==> src/rtl/d_ary_priority_heap_assert.svh <==
// Assertion macros for the d-ary heap RTL.
`ifndef D_ARY_PRIORITY_HEAP_ASSERT_SVH
`define D_ARY_PRIORITY_HEAP_ASSERT_SVH
`ifndef ASSERT_OFF
`define DAH_ASSERT(lbl, c, r, cond) \
    lbl: assert property (@(posedge c) disable iff (!r) (cond)) \
        else $error("assertion failed");
`define DAH_ASSERT_IMP(lbl, c, r, ante, cons) \
    lbl: assert property (@(posedge c) disable iff (!r) (ante) |-> (cons)) \
        else $error("assertion failed");
`define DAH_ASSERT_NXT(lbl, c, r, ante, cons) \
    lbl: assert property (@(posedge c) disable iff (!r) (ante) |=> (cons)) \
        else $error("assertion failed");
`else
`define DAH_ASSERT(lbl, c, r, cond)
`define DAH_ASSERT_IMP(lbl, c, r, ante, cons)
`define DAH_ASSERT_NXT(lbl, c, r, ante, cons)
`endif
`endif

==> src/rtl/dah_pkg.sv <==
`timescale 1ns / 1ps
package dah_pkg;

    localparam int CAPACITY  = 1024;
    localparam int MAX_ARITY = 8;
    localparam int ADDR_W    = $clog2(CAPACITY);
    localparam int CNT_W     = $clog2(CAPACITY + 1);
    localparam int KEY_W     = 32;
    localparam int ARY_W     = 4;
    localparam int CFG_IDX_W = 2;
    localparam int DIV_K     = ADDR_W + 4;
    localparam int FIRST_W   = ADDR_W + ARY_W + 1;

    localparam logic [CFG_IDX_W-1:0] REG_ARITY     = CFG_IDX_W'(0);
    localparam logic [CFG_IDX_W-1:0] REG_START_MIN = CFG_IDX_W'(1);

    typedef enum logic [1:0] {
        K_INSERT  = 2'd0,
        K_EXTRACT = 2'd1,
        K_FLIP    = 2'd2,
        K_NONE    = 2'd3
    } kind_t;

    typedef enum logic [1:0] {
        ST_OK    = 2'd0,
        ST_EMPTY = 2'd1,
        ST_FULL  = 2'd2
    } status_t;

    typedef enum logic [3:0] {
        S_IDLE,
        S_UP_DIV,
        S_UP_RD,
        S_UP_CMP,
        S_EX_LAST,
        S_EX_LD,
        S_FL_NEXT,
        S_FL_LD,
        S_SD_MUL,
        S_SD_CHK,
        S_SD_SCAN,
        S_SD_DEC,
        S_RESP
    } state_t;

    typedef struct packed {
        status_t                  status;
        logic signed [KEY_W-1:0]  top_key;
        logic [CNT_W-1:0]         count;
        logic                     order_is_min;
    } res_t;

    typedef struct packed {
        logic load;
        logic value;
    } min_load_t;

    function automatic logic beats(logic signed [KEY_W-1:0] a,
                                   logic signed [KEY_W-1:0] b,
                                   logic is_min);
        beats = is_min ? (a < b) : (a > b);
    endfunction

    function automatic logic [ARY_W-1:0] eff_arity(logic [ARY_W-1:0] a);
        logic [ARY_W-1:0] d;
        d = a;
        if (a < ARY_W'(2))
            d = ARY_W'(2);
        else if (int'(a) > MAX_ARITY)
            d = ARY_W'(MAX_ARITY);
        eff_arity = d;
    endfunction

    // ceil(2^DIV_K / d); exact quotient for x < CAPACITY after >> DIV_K
    function automatic logic [DIV_K-1:0] recip(logic [ARY_W-1:0] d);
        logic [DIV_K-1:0] r;
        case (d)
            4'd3:    r = DIV_K'(((1 << DIV_K) + 2) / 3);
            4'd4:    r = DIV_K'((1 << DIV_K) / 4);
            4'd5:    r = DIV_K'(((1 << DIV_K) + 4) / 5);
            4'd6:    r = DIV_K'(((1 << DIV_K) + 5) / 6);
            4'd7:    r = DIV_K'(((1 << DIV_K) + 6) / 7);
            4'd8:    r = DIV_K'((1 << DIV_K) / 8);
            4'd9:    r = DIV_K'(((1 << DIV_K) + 8) / 9);
            4'd10:   r = DIV_K'(((1 << DIV_K) + 9) / 10);
            4'd11:   r = DIV_K'(((1 << DIV_K) + 10) / 11);
            4'd12:   r = DIV_K'(((1 << DIV_K) + 11) / 12);
            4'd13:   r = DIV_K'(((1 << DIV_K) + 12) / 13);
            4'd14:   r = DIV_K'(((1 << DIV_K) + 13) / 14);
            4'd15:   r = DIV_K'(((1 << DIV_K) + 14) / 15);
            default: r = DIV_K'((1 << DIV_K) / 2);
        endcase
        recip = r;
    endfunction

endpackage

==> src/rtl/dah_ctrl.sv <==
`timescale 1ns / 1ps
`include "d_ary_priority_heap_assert.svh"
module dah_ctrl (
    input  logic                         clk,
    input  logic                         rst_n,
    input  logic                         in_valid,
    output logic                         in_ready,
    input  dah_pkg::kind_t               kind,
    input  logic signed [31:0]           key_in,
    input  logic [dah_pkg::ARY_W-1:0]    ary,
    input  dah_pkg::min_load_t           min_load,
    output logic                         res_valid,
    input  logic                         res_ready,
    output dah_pkg::res_t                res,
    output logic                         ram_we,
    output logic [dah_pkg::ADDR_W-1:0]   ram_waddr,
    output logic [dah_pkg::KEY_W-1:0]    ram_wdata,
    output logic [dah_pkg::ADDR_W-1:0]   ram_raddr,
    input  logic [dah_pkg::KEY_W-1:0]    ram_rdata
);
    import dah_pkg::*;

    state_t                   state_reg, state_next;
    logic [CNT_W-1:0]         cnt_reg, cnt_next;
    logic                     min_reg, min_next;
    kind_t                    op_reg, op_next;
    status_t                  status_reg, status_next;
    logic signed [KEY_W-1:0]  top_reg, top_next;
    logic [ADDR_W-1:0]        pos_reg, pos_next;
    logic [ADDR_W-1:0]        par_reg, par_next;
    logic signed [KEY_W-1:0]  cur_reg, cur_next;
    logic signed [KEY_W-1:0]  best_key_reg, best_key_next;
    logic [ADDR_W-1:0]        best_idx_reg, best_idx_next;
    logic [FIRST_W-1:0]       first_reg, first_next;
    logic [ARY_W:0]           k_reg, k_next;
    logic [ADDR_W-1:0]        ridx_reg, ridx_next;
    logic [ADDR_W-1:0]        i_reg, i_next;

    logic signed [KEY_W-1:0]  rd_key;
    logic [ADDR_W+DIV_K-1:0]  prod;
    logic [FIRST_W-1:0]       child_idx;
    logic                     take;

    assign rd_key    = ram_rdata;
    // parent = (pos - 1) / arity via reciprocal multiply
    assign prod      = (ADDR_W+DIV_K)'(pos_reg - ADDR_W'(1))
                     * (ADDR_W+DIV_K)'(recip(ary));
    assign child_idx = first_reg + FIRST_W'(k_reg);
    assign take      = (k_reg == (ARY_W+1)'(1)) || beats(rd_key, best_key_reg, min_reg);

    always_ff @(posedge clk or negedge rst_n)
    begin
        if (!rst_n)
        begin
            state_reg <= S_IDLE;
            cnt_reg   <= '0;
            min_reg   <= 1'b1;
        end
        else
        begin
            state_reg <= state_next;
            cnt_reg   <= cnt_next;
            min_reg   <= min_next;
        end
    end

    always_ff @(posedge clk)
    begin
        op_reg       <= op_next;
        status_reg   <= status_next;
        top_reg      <= top_next;
        pos_reg      <= pos_next;
        par_reg      <= par_next;
        cur_reg      <= cur_next;
        best_key_reg <= best_key_next;
        best_idx_reg <= best_idx_next;
        first_reg    <= first_next;
        k_reg        <= k_next;
        ridx_reg     <= ridx_next;
        i_reg        <= i_next;
    end

    always_comb
    begin
        state_next    = state_reg;
        cnt_next      = cnt_reg;
        min_next      = min_reg;
        op_next       = op_reg;
        status_next   = status_reg;
        top_next      = top_reg;
        pos_next      = pos_reg;
        par_next      = par_reg;
        cur_next      = cur_reg;
        best_key_next = best_key_reg;
        best_idx_next = best_idx_reg;
        first_next    = first_reg;
        k_next        = k_reg;
        ridx_next     = ridx_reg;
        i_next        = i_reg;
        in_ready      = 1'b0;
        res_valid     = 1'b0;
        ram_we        = 1'b0;
        ram_waddr     = pos_reg;
        ram_wdata     = cur_reg;
        ram_raddr     = '0;

        unique case (state_reg)
            S_IDLE:
            begin
                in_ready = 1'b1;
                if (min_load.load && cnt_reg == '0)
                    min_next = min_load.value;
                if (in_valid)
                begin
                    op_next     = kind;
                    status_next = ST_OK;
                    top_next    = '0;
                    state_next  = S_RESP;
                    case (kind)
                        K_INSERT:
                        begin
                            if (cnt_reg == CNT_W'(CAPACITY))
                                status_next = ST_FULL;
                            else
                            begin
                                pos_next   = cnt_reg[ADDR_W-1:0];
                                cur_next   = key_in;
                                cnt_next   = cnt_reg + CNT_W'(1);
                                state_next = S_UP_DIV;
                            end
                        end
                        K_EXTRACT:
                        begin
                            if (cnt_reg == '0)
                                status_next = ST_EMPTY;
                            else
                            begin
                                ram_raddr  = '0;
                                cnt_next   = cnt_reg - CNT_W'(1);
                                state_next = S_EX_LAST;
                            end
                        end
                        K_FLIP:
                        begin
                            min_next   = !min_reg;
                            i_next     = cnt_reg[CNT_W-1:1];
                            state_next = S_FL_NEXT;
                        end
                        default:
                        begin
                        end
                    endcase
                end
            end
            S_UP_DIV:
            begin
                if (pos_reg == '0)
                begin
                    ram_we     = 1'b1;
                    state_next = S_RESP;
                end
                else
                begin
                    par_next   = prod[ADDR_W+DIV_K-1:DIV_K];
                    state_next = S_UP_RD;
                end
            end
            S_UP_RD:
            begin
                ram_raddr  = par_reg;
                state_next = S_UP_CMP;
            end
            S_UP_CMP:
            begin
                ram_we = 1'b1;
                if (beats(cur_reg, rd_key, min_reg))
                begin
                    ram_wdata  = rd_key;
                    pos_next   = par_reg;
                    state_next = S_UP_DIV;
                end
                else
                    state_next = S_RESP;
            end
            S_EX_LAST:
            begin
                top_next   = rd_key;
                ram_raddr  = cnt_reg[ADDR_W-1:0];
                state_next = S_EX_LD;
            end
            S_EX_LD:
            begin
                cur_next   = rd_key;
                pos_next   = '0;
                state_next = S_SD_MUL;
            end
            S_FL_NEXT:
            begin
                if (i_reg == '0)
                    state_next = S_RESP;
                else
                begin
                    ram_raddr  = i_reg - ADDR_W'(1);
                    pos_next   = i_reg - ADDR_W'(1);
                    i_next     = i_reg - ADDR_W'(1);
                    state_next = S_FL_LD;
                end
            end
            S_FL_LD:
            begin
                cur_next   = rd_key;
                state_next = S_SD_MUL;
            end
            S_SD_MUL:
            begin
                first_next = FIRST_W'(ary) * FIRST_W'(pos_reg) + FIRST_W'(1);
                state_next = S_SD_CHK;
            end
            S_SD_CHK:
            begin
                if (first_reg >= FIRST_W'(cnt_reg))
                begin
                    // leaf: the hole takes the sifted key
                    ram_we     = 1'b1;
                    state_next = (op_reg == K_FLIP) ? S_FL_NEXT : S_RESP;
                end
                else
                begin
                    ram_raddr  = first_reg[ADDR_W-1:0];
                    ridx_next  = first_reg[ADDR_W-1:0];
                    k_next     = (ARY_W+1)'(1);
                    state_next = S_SD_SCAN;
                end
            end
            S_SD_SCAN:
            begin
                // one child arrives per cycle; the next read goes out in parallel
                if (take)
                begin
                    best_key_next = rd_key;
                    best_idx_next = ridx_reg;
                end
                if (k_reg < {1'b0, ary} && child_idx < FIRST_W'(cnt_reg))
                begin
                    ram_raddr = child_idx[ADDR_W-1:0];
                    ridx_next = child_idx[ADDR_W-1:0];
                    k_next    = k_reg + (ARY_W+1)'(1);
                end
                else
                    state_next = S_SD_DEC;
            end
            S_SD_DEC:
            begin
                ram_we = 1'b1;
                if (beats(best_key_reg, cur_reg, min_reg))
                begin
                    ram_wdata  = best_key_reg;
                    pos_next   = best_idx_reg;
                    state_next = S_SD_MUL;
                end
                else
                    state_next = (op_reg == K_FLIP) ? S_FL_NEXT : S_RESP;
            end
            S_RESP:
            begin
                res_valid = 1'b1;
                if (res_ready)
                    state_next = S_IDLE;
            end
            default:
                state_next = S_IDLE;
        endcase
    end

    assign res = '{status: status_reg, top_key: top_reg, count: cnt_reg,
                   order_is_min: min_reg};

    `DAH_ASSERT(a_cnt_cap, clk, rst_n, cnt_reg <= CNT_W'(CAPACITY))
    `DAH_ASSERT_IMP(a_scan_in_range, clk, rst_n, state_reg == S_SD_SCAN,
        CNT_W'(ridx_reg) < cnt_reg)
    `DAH_ASSERT_IMP(a_empty_count, clk, rst_n, res_valid && status_reg == ST_EMPTY,
        cnt_reg == '0)
    `DAH_ASSERT_NXT(a_accept_busy, clk, rst_n, in_valid && in_ready,
        state_reg != S_IDLE)

endmodule

==> config.mk <==
export PLATFORM = sky130hd
export DESIGN_NAME = dah_ctrl
export DESIGN_NICKNAME = d
export VERILOG_FILES = /design/src/rtl/dah_pkg.sv /design/src/rtl/dah_ctrl.sv
export VERILOG_INCLUDE_DIRS = /design/src /design/src/rtl
export SDC_FILE = /design/constraint.sdc
export NUM_CORES = 1
export LEC_CHECK = 0
export ABC_AREA = 1
export BUFFER_PORTS_ARGS = -buffer_cell sky130_fd_sc_hd__clkbuf_2
export CAP_MARGIN = 20
export CORE_MARGIN = 2
export CORE_UTILIZATION = 56
export CTS_BUF_LIST = sky130_fd_sc_hd__clkbuf_8 sky130_fd_sc_hd__clkbuf_16
export DETAILED_ROUTE_END_ITERATION = 10
export PLACE_DENSITY_LB_ADDON = 0.05
export SLEW_MARGIN = 30
export SYNTH_ARGS = -nofsm -noshare
export SYNTH_HDL_FRONTEND = slang
export SYNTH_SLANG_ARGS = --single-unit
export TNS_END_PERCENT = 20
==> constraint.sdc <==
create_clock -name clk -period 7.1 [get_ports clk]
set_input_delay 1.065 -clock clk [delete_from_list [all_inputs] [get_ports clk]]
set_output_delay 1.065 -clock clk [all_outputs]
set_load 0.005 [all_outputs]
==> impl_metrics.tcl <==
set metrics [dict create \
    status "finished clean" \
    hold_violations 0 \
    cts_tree "yes" \
    critPathRequiredTime_ps 7300 \
    vias 17031 \
    syn2layout_area_growth_pct 10.4 \
    ant_nets 0 \
    fillCellCount 3076 \
    ys_seq_elements 186 \
    drive_gt1_frac 0.120 \
    multi_input_area_sq_um 11900 \
    setup_tns_ps 0 \
    synth_enable_flop_cells 170 \
    cts_made_buffers 17 \
    synthTopCellsByCount "nand2_1, inv_1, ha_1, nor2_1, edfxtp_1" \
    clk_path_buf_depth 2 \
    clkLatencyLatePin_ps 460 \
    yosysMostFrequentCell "nand2_1" \
    yosys_warnings 0 \
    power_density_nw_per_um2 533 \
    fin_crit_sh 0.921 \
    grt_max_degree 67 \
    first_global_vias 16696 \
    avgSynthCellArea_sq_um 8.02 \
    syn_area_sq_um 19400 \
    die_h_microns 190 \
    critical_path_class "register to register" \
    rsz0062_at_grt "no" \
    synth-async-reset-ratio 0.0860 \
    grt_pass1_wl_microns 89100 \
    synthesis.nets 2849 \
    fin_skew_ps 17.4 \
    p_leak_nw 11.0 \
    max_freq_mhz 153 \
    critPathCaptureType "register" \
    portBuffers 176 \
    clkTransAtPathRegs_ps 70 \
    finalNonFillerCells 3053 \
    grt_overflow 0 \
    cts_root_buffer "clkbuf_16" \
    antenna_found_initial 0 \
    setup_viol_count_final 0 \
    io_pins 177 \
    drt_iter0_markers 1354 \
    tightest_slew_ps 847 \
    die_area_sq_um 36100 \
    critPathSlowestCell "fa_1" \
    worstPathArrival_ps 6740 \
    crit_path_max_fanout 9 \
    synth_area_leaders "edfxtp_1, ha_1, fa_1" \
    vdd_drop_max_mv 0.570 \
    dp_hpwl_microns 44700 \
    dp.cells 3021 \
    post_drt_wl_per_cell_microns 18.7 \
    routed_wl_microns 56900 \
    slowest_delay_ps 550 \
    synthDistinctLibCells 57 \
    clock-sinks 186 \
    die_w_microns 190 \
    synth_cells 2414 \
    slew_headroom 0.434 \
    seq_area_sq_um 5510 \
    startpoint_type "register" \
    slew_violations 0 \
    grt_util_all_layers 0.320 \
    cts-htree-levels 4 \
    drv_cap 0 \
    gp_congestion 0.954 \
    vias_per_cell 5.58 \
    period_minus_slack_ps 6540 \
    start_util 0.565 \
    synth_top_cell_by_area "edfxtp_1" \
    synth_flop_cell "edfxtp_1" \
    seq_area_frac_synth 0.284 \
    drc 0 \
    drtPass1Iterations 7 \
    core_sq_um 34300 \
    fin_nets 3020 \
    hp-class "register to register" \
    postCtsSetupRepairBufs 0 \
    synth.top_cell.area_share 0.264 \
    placementRows 68 \
    diodes 0 \
    crit_top_cell "inv_1" \
]
==> cells by family (layout without fill, tap and decap cells) <==
group / count (synthesis) / in the layout / synth area share
compound gates: 283 / 283 / 0.0832
xor+xnor: 44 / 44 / 0.0199
fa+ha+maj: 359 / 359 / 0.280
buf+inv: 511 / 695 / 0.102
flops: 186 / 186 / 0.284
simple gates: 1031 / 1031 / 0.230
==> repair_timing <==
| item | in CTS | in global routing |
|---|---|---|
| resized for setup | 0 | 2 |
| hold buffers | 0 | 0 |
| endpoints found under the setup margin | 0 | 1 |
==> worst max-delay path, delay by kind of cell, from the launching register on <==
| family | cells | cell delay (ps) |
|---|---|---|
| adders and majority gates | 7 | 3100 |
| AOI/OAI and AO/OA | 2 | 510 |
| and+or+nand+nor | 11 | 1430 |
| xor gates and xnor gates | 1 | 100 |
| buffers and inverters | 7 | 600 |
| DFF | 1 | 540 |
==> cells in the final DEF, fill, tap and decap left out, types with 3 or more instances in the layout <==
| cell | count |
|---|---|
| xor2_1 | 31 |
| clkinv_1 | 3 |
| buf_4 | 32 |
| nor3_1 | 18 |
| fa_1 | 124 |
| clkbuf_2 | 176 |
| nand3_1 | 119 |
| inv_1 | 448 |
| clkinv_2 | 3 |
| o21bai_1 | 5 |
| clkbuf_16 | 19 |
| inv_2 | 5 |
| nand3_2 | 14 |
| o2111ai_1 | 8 |
| inv_4 | 4 |
| nand2_2 | 21 |
| nor2_2 | 5 |
| edfxtp_1 | 170 |
| nand3_4 | 6 |
| o221ai_1 | 13 |
| a21oi_1 | 107 |
| or2_2 | 12 |
| nor2_1 | 213 |
| nand2_1 | 580 |
| o211ai_1 | 8 |
| a21o_1 | 4 |
| nor4_1 | 5 |
| o22ai_1 | 3 |
| xnor2_1 | 13 |
| dfrtp_1 | 15 |
| nand3b_1 | 3 |
| ha_1 | 235 |
| nand4_1 | 24 |
| a221oi_1 | 6 |
| o21a_1 | 8 |
| o21ai_0 | 110 |
==> through the flow <==
stage / worst slack (ps) / instance area, sq um / total power (W) / util / hold slack [ps]
floorplan: 513 / 19400 / 0.00799 / - / 400
global placement: 217 / 20800 / 0.0102 / 0.607 / 401
detailed placement: 58.0 / 20800 / 0.0104 / 0.607 / 405
CTS: 455 / 21400 / 0.0114 / 0.623 / 416
global route: 102 / 21400 / 0.0126 / 0.623 / 420
finish: 561 / 21400 / 0.0114 / 0.623 / 412
==> power by group <==
part           total (W)  internal (W)  switching (W)
sequential       0.00209       0.00177       0.000324
clock           0.000948      0.000506       0.000442
combinational    0.00834       0.00308        0.00526
==> area by class of cell <==
class                           count  share of cell area
Timing Repair Buffer              208              0.0524
Clock inverter                     11             0.00304
Multi-Input combinational cell   1717               0.557
Sequential cell                   186               0.258
Inverter                          455              0.0801
Tap cell                          455              0.0266
Clock buffer                       21              0.0235
==> path summary, 6_finish.rpt <==
path / startpoint / to / slack, ps / cells past startpoint
max in group asynchronous: rst_n / min_reg$_DFFE_PN1P_ / 6160 / 1
hold / removal: ridx_reg[6]$_DFFE_PP_ / best_idx_reg[6]$_DFFE_PP_ / 410 / 0
setup / recovery: ram_waddr[1]$_DFFE_PP_ / par_reg[8]$_DFFE_PP_ / 560 / 28
hold reg to reg: ridx_reg[6]$_DFFE_PP_ / best_idx_reg[6]$_DFFE_PP_ / 410 / 0
min in group asynchronous: rst_n / state_reg[2]$_DFFE_PN0P_ / 560 / 1
setup reg to reg: ram_waddr[1]$_DFFE_PP_ / par_reg[8]$_DFFE_PP_ / 560 / 28
==> layer usage <==
layer  track usage  part of all wire  up-vias
li1              -                 -     8101
met4         0.100             0.025        0
met2         0.538              0.47      719
met1         0.430              0.42     8125
met3        0.0443             0.080       86
met5             0                 0        -
(Power assumes the default switching activity.)
